File: src/hdl/pending_transaction_table_defines.svh
// assertion helpers for the pending transaction table rtl
`ifndef PENDING_TRANSACTION_TABLE_DEFINES_SVH
`define PENDING_TRANSACTION_TABLE_DEFINES_SVH

// same-cycle implication, disabled during reset
`define PTT_ASSERT_NOW(label, clk, rst, ante, cons) \
  label: assert property (@(posedge clk) disable iff (rst) (ante) |-> (cons)) \
    else $error("pending table check failed");

// next-cycle implication, disabled during reset
`define PTT_ASSERT_NEXT(label, clk, rst, ante, cons) \
  label: assert property (@(posedge clk) disable iff (rst) (ante) |=> (cons)) \
    else $error("pending table check failed");

`endif

File: src/hdl/ptt_pkg.sv
// ---------------------------------------------------------------------------
// ptt_pkg
// shared codes and controller/datapath signal groups for the pending table
// ---------------------------------------------------------------------------
`timescale 1ns / 1ps
`default_nettype none

package ptt_pkg;

  // operation codes
  localparam logic [1:0] OP_NEW    = 2'd0;
  localparam logic [1:0] OP_FIND   = 2'd1;
  localparam logic [1:0] OP_REMOVE = 2'd2;
  localparam logic [1:0] OP_EXPIRE = 2'd3;

  // result status codes
  localparam logic [1:0] ST_OK        = 2'd0;
  localparam logic [1:0] ST_FULL      = 2'd1;
  localparam logic [1:0] ST_NOT_FOUND = 2'd2;
  localparam logic [1:0] ST_RANGE     = 2'd3;

  localparam logic [30:0] MAX_AGE_RESET = 31'd60;
  localparam logic [31:0] FIRST_ID      = 32'd1;

  // controller to datapath commands
  typedef struct packed {
    logic take;
    logic clear;
    logic new_rd;
    logic new_wr;
    logic find;
    logic rem_rd;
    logic rem_wr;
    logic expire;
    logic load;
  } cmd_t;

  // datapath to controller status
  typedef struct packed {
    logic       in_valid;
    logic [1:0] in_op;
    logic       full;
    logic       slot_bad;
    logic       clear_last;
    logic       find_done;
    logic       exp_done;
    logic       out_free;
  } sts_t;

endpackage

`default_nettype wire

File: src/hdl/ptt_ctrl.sv
// ---------------------------------------------------------------------------
// ptt_ctrl
// operation sequencer for the pending transaction table
// ---------------------------------------------------------------------------
`timescale 1ns / 1ps
`default_nettype none

module ptt_ctrl
  import ptt_pkg::*;
(
  input  logic clk,
  input  logic rst,
  input  sts_t sts,
  output cmd_t cmd
);

  typedef enum logic [3:0] {
    S_CLEAR, S_IDLE, S_NEW_RD, S_NEW_WR, S_FIND, S_REM_RD, S_REM_WR, S_EXPIRE, S_RESULT
  } state_t;

  state_t state;

  // state register
  always_ff @(posedge clk) begin
    if (rst) begin
      state <= S_CLEAR;
    end else begin
      unique case (state)
        S_CLEAR: begin
          if (sts.clear_last) state <= S_IDLE;
        end
        S_IDLE: begin
          if (sts.in_valid) begin
            unique case (sts.in_op)
              OP_NEW:    state <= sts.full ? S_RESULT : S_NEW_RD;
              OP_FIND:   state <= S_FIND;
              OP_REMOVE: state <= sts.slot_bad ? S_RESULT : S_REM_RD;
              OP_EXPIRE: state <= S_EXPIRE;
              default:   state <= S_IDLE;
            endcase
          end
        end
        S_NEW_RD: state <= S_NEW_WR;
        S_NEW_WR: state <= S_RESULT;
        S_REM_RD: state <= S_REM_WR;
        S_REM_WR: state <= S_RESULT;
        S_FIND: begin
          if (sts.find_done) state <= S_RESULT;
        end
        S_EXPIRE: begin
          if (sts.exp_done) state <= S_RESULT;
        end
        S_RESULT: begin
          if (sts.out_free) state <= S_IDLE;
        end
        default: state <= S_IDLE;
      endcase
    end
  end

  // command decode
  always_comb begin
    cmd        = '0;
    cmd.take   = (state == S_IDLE);
    cmd.clear  = (state == S_CLEAR);
    cmd.new_rd = (state == S_NEW_RD);
    cmd.new_wr = (state == S_NEW_WR);
    cmd.find   = (state == S_FIND);
    cmd.rem_rd = (state == S_REM_RD);
    cmd.rem_wr = (state == S_REM_WR);
    cmd.expire = (state == S_EXPIRE);
    cmd.load   = (state == S_RESULT) && sts.out_free;
  end

endmodule

`default_nettype wire

File: config.mk
export PLATFORM = sky130hd
export DESIGN_NAME = ptt_ctrl
export DESIGN_NICKNAME = d
export VERILOG_FILES = /design/src/hdl/pending_transaction_table_defines.svh /design/src/hdl/ptt_pkg.sv /design/src/hdl/ptt_ctrl.sv
export SDC_FILE = /design/constraint.sdc
export NUM_CORES = 1
export LEC_CHECK = 0
export BUFFER_PORTS_ARGS = -buffer_cell sky130_fd_sc_hd__buf_2
export CAP_MARGIN = 20
export CORE_MARGIN = 1
export CORE_UTILIZATION = 30
export DETAILED_ROUTE_END_ITERATION = 10
export PLACE_DENSITY_LB_ADDON = 0.05
export REMOVE_ABC_BUFFERS = 1
export SLEW_MARGIN = 10
export SYNTH_ARGS = -nofsm -noshare
export SYNTH_HDL_FRONTEND = slang
export SYNTH_SLANG_ARGS = --single-unit
File: constraint.sdc
create_clock -name clk -period 4.66 [get_ports clk]
set_clock_uncertainty 0.2 [all_clocks]
set_input_delay 0.233 -clock clk [delete_from_list [all_inputs] [get_ports clk]]
set_output_delay 0.233 -clock clk [all_outputs]
set_load 0.03 [all_outputs]
## After elaboration in Yosys (flattened, before gate mapping)

Cells that the tools add are included.

| storage, ports and cells | value |
|---|---|
| flip-flop bits (word level) | 4 |
| bits of input ports | 11 |
| logic and storage cells | 31 |
| output and inout bits | 9 |

| cells by class | value |
|---|---|
| mux-type cells | 9 |
| equality and inequality tests | 16 |
| reductions and logical operators | 5 |

Operators by type and width:

| cell | count |
|---|---|
| $pmux 4 s8 | 1 |
| $mux 4 | 7 |
| $eq 4x3->1 const B | 4 |
| $pmux 4 s4 | 1 |
| $ne 2x2->1 const B | 5 |
| $eq 4x2->1 const B | 2 |
| $reduce_and 5->1 | 1 |
| $eq 2x2->1 const B | 2 |
| $eq 4x1->1 const B | 1 |
| $eq 4x4->1 const B | 1 |
| $logic_not 4->1 | 1 |
| $eq 2x1->1 const B | 1 |
| $logic_not 2->1 | 1 |
| $reduce_or 2->1 | 1 |
| $logic_and 1x1->1 | 1 |

## Logic depth before layout (Yosys ltp)

| depth | value |
|---|---|
| depth after elaboration | 4 |
| gate-level depth with buffers | 5 |
| depth with buffers taken out | 4 |

## Worst setup path after synthesis

Ideal clock, no wire load.

| path | value |
|---|---|
| kind | reg2reg |
| start | register state[1] |
| end | register state[1] |
| required time | 4.369 ns |
| setup time | 0.091 ns |
| path slack | 2.651 ns |
| arrival | 1.718 ns |
| clock period less this slack | 2.009 ns |
| cell stages (with the launch flop) | 6 |
| cell sequence | dfxtp_1 > buf_6 > or2b_1 > nor3_1 > a31oi_1 > a311oi_1 |

RTL lines:

| element | RTL line | source |
|---|---|---|
| from (decl) | ptt_ctrl.sv:21 | `state_t state;` |
| from (signal assigned) | ptt_ctrl.sv:35 | `OP_NEW: state <= sts.full ? S_RESULT : S_NEW_RD;` |
| from (signal assigned) | ptt_ctrl.sv:37 | `OP_REMOVE: state <= sts.slot_bad ? S_RESULT : S_REM_RD;` |

==> impl_results.md <==
- Slowest cell on crit path: or4b_4
- Post-synthesis share of cell area spent on and, or, nand and nor gates: 35.7%
- Worst slew margin relative to its limit: 66.9%
- ANT nets after route: 0
- Top Family by Delay on Critical Path: simple AND/OR/NAND/NOR gates
- Post-route DRC violation count: 0
- Initial antenna violation count: 0
- Maximum count of clock buffers along a single path: 2
- Pin count of the biggest net entering global routing: 18
- Synthesized netlist cell count: 53
- Wire length of the first global-routing pass: 1550 µm
- Largest fanout on the critical path: 17
- Share of cell area taken by muxes after synthesis: 5.33%
- Most used routing layer in global routing: met2
- WHS: 0.0138 ns
- Commonest non-fill, non-tap cell in the layout: buf_2
- Result of the run: completed
- CTS tree: built
- Core area: 1170 µm²
- Starting density of the core: 34.1%
- Overall die width: 38.5 µm
- Count of pins over their slew limit: 0
- Setup repair after global routing missed its margin: false
- Length of the first detailed-routing pass in iterations: 4
- Proportion of register bits with asynchronous set or reset after synthesis: 0%
- Post-cts repair resize count: 0
- Crit end category: output port
- Number of diodes: 0
- Dominant combinational cell family by area after synthesis: simple AND/OR/NAND/NOR gates
- Relative contribution of sequential cells to total power: 27.1%
- GR Overflow Total: 0
- Number of synthesized flops with an enable pin: 0
- Skew-Pair Late Insertion Delay: about 0.24 ns
- Number of buffer and inverter instances along the worst setup path: 1
- Net switching power: 0.169 mW
- H-tree level count: 1
- Met1 global-route usage: 20.5%
- Final Critical Period: between 1.5 and 2 ns
- Ys flop type: dfxtp_1
- Peak ir drop on the vdd network: ~260 µV
- Share of layout cells above drive strength 1: roughly a third
- Fmax: 503 MHz
- Data required time of the worst path: 4.23 ns
- PD cells: 642 nW/µm²
- Ports placed on the boundary: 20
- Finish-stage setup viols: 0
- Largest register by flop count: state
- Logic gate share of total power: approximately three fifths
- # hold bufs at CTS: 0
- Yosys warnings: 0
- Clock input transition at the sequential cells of the worst setup and hold paths: around 0.04 ns
- Int Power: 0.157 mW
- Clock buffer count from CTS: 3
- Number of vias after detailed routing: 442
- Violation count after the first detailed-route iteration: 13
- Synthesized-area fraction occupied by adder cells: 0%
- Sum of net half-perimeters after detailed placement: around 760 µm
- Chip Height: 38.5 µm
- Port Buffer Count: 19
- Top Registers: state (4)
- Sw Ratio: 51.9%
- Portion of total power attributed to the clock network: 13.2%
- Synthesized area per cell: 7.53 µm²
- Setup TNS: 0 ns
- Delay of the slowest cell on the worst path: 0.59 ns
- Flip-flop count of the largest register, all copies and words added: 4
- Worst min-delay path class: input pin to register
- Data arrival time of the critical path: about 1.6 ns
- Number of failing hold endpoints at the final stage: 0
- Synthesis-to-finish area growth: 27.3%
- Number of setup buffers added after CTS: 0
- Synthesis-stage register bit count: 4
- GR Layer Usage met2: 22.9%
- Leakage power summed over all cells: 0.255 nW
- Post-synthesis compound-gate area fraction: 29.5%
- Distinct cells, synth: 28
- Via count of the first global-routing pass: between 300 and 400
- Tightest Pin Transition: 0.490 ns
- Leading cell types in the layout, fill and taps excluded: buf_2, nor2_1, and3_1, a21oi_1, dfxtp_1
- Part of the Yosys area used for sequential elements: 20.1%
- Number of nets in the final layout: 84
- Vias per inst: 5.20
- Worst Path Class, Setup: register to output port
- Chain of cells forming the critical path: or4b_4 > nor2_1 > buf_2
- Floorplan row count: 12
- Clock sink count: 4
- Max Cap Violations: 0
- Cell Area, Synth: 399 µm²
- Die area: around 1500 µm²
- CTS Root Cell: clkbuf_4
- Parity-gate share of the synthesized area counting xor and xnor cells: 0%
- Post-detailed-routing wire length: 1030 µm
- R2R setup slack: between 2 and 3 ns
- Final weighted congestion in routability-driven placement: 0.764
- Average wire length per cell after detail routing: 12.1 µm
- Gr usage total: between 10% and 20%
- Fraction of met3 tracks used by global routing: 5.23%
- Startpoint class of the critical path: register
- Final period util: a little over two fifths
[synthesized netlist by cell type (2+ instances only)]
master	n	share of area, %
or3_1	2	3.1
nor2b_1	2	3.1
nor2_1	8	7.5
a21oi_1	4	5.0
nor3_1	3	3.8
inv_1	3	2.8
and3_1	4	6.3
dfxtp_1	4	20
nand2b_1	2	3.1
a311oi_1	2	4.4
clkbuf_1	2	1.9
[power groups by stage]
stage	clock network (mW)	logic [mW]	registers, mW
final	0.0430	0.195	0.0883
after CTS	0.0439	0.197	0.0879
after global routing	0.0459	0.213	0.0942
after detailed placement	0	0.195	0.0892
after global placement	0	0.197	0.0885
after floorplan	0	0.152	0.0769
[kinds of logic after synthesis]
| family | count (synthesis) |
|---|---|
| compound gates | 15 |
| buf+inv | 7 |
| flops | 4 |
| mux | 2 |
| simple gates | 25 |
[worst paths after layout]
check,from,endpoint,cells past startpoint
setup reg to reg,state[0],state[2],3
setup / recovery,state[0],cmd[0],3
hold / removal,rst,state[1],2
hold reg to reg,state[3],state[0],2
[layer usage]
metal / up-vias / wire, µm
met2: 16 / 426
met5: - / 0
met1: 188 / 516
met3: 0 / 85
met4: 0 / 0
li1: 238 / -
[through the flow]
stage                     worst slack, ns  util [%]  cells  area [µm²]  power [mW]
after floorplan                      2.64         -     49         373       0.229
final                                2.67      43.4     85         508       0.326
after global routing                 2.60      43.4     85         508       0.353
after CTS                            2.66      43.4     85         508       0.329
after global placement               2.80      41.5     82         485       0.286
after detailed placement             2.81      41.5     82         485       0.284
[final cells by class]
cell class | instances | area, µm²
Inverter | 3 | 11.3
Clock buffer | 3 | 22.5
Sequential cell | 4 | 80.1
Fill cell | 143 | 663
Tap cell | 14 | 17.5
Multi-Input combinational cell | 42 | 282
Timing Repair Buffer | 19 | 95.1
Power figures use the tool's default switching activity.
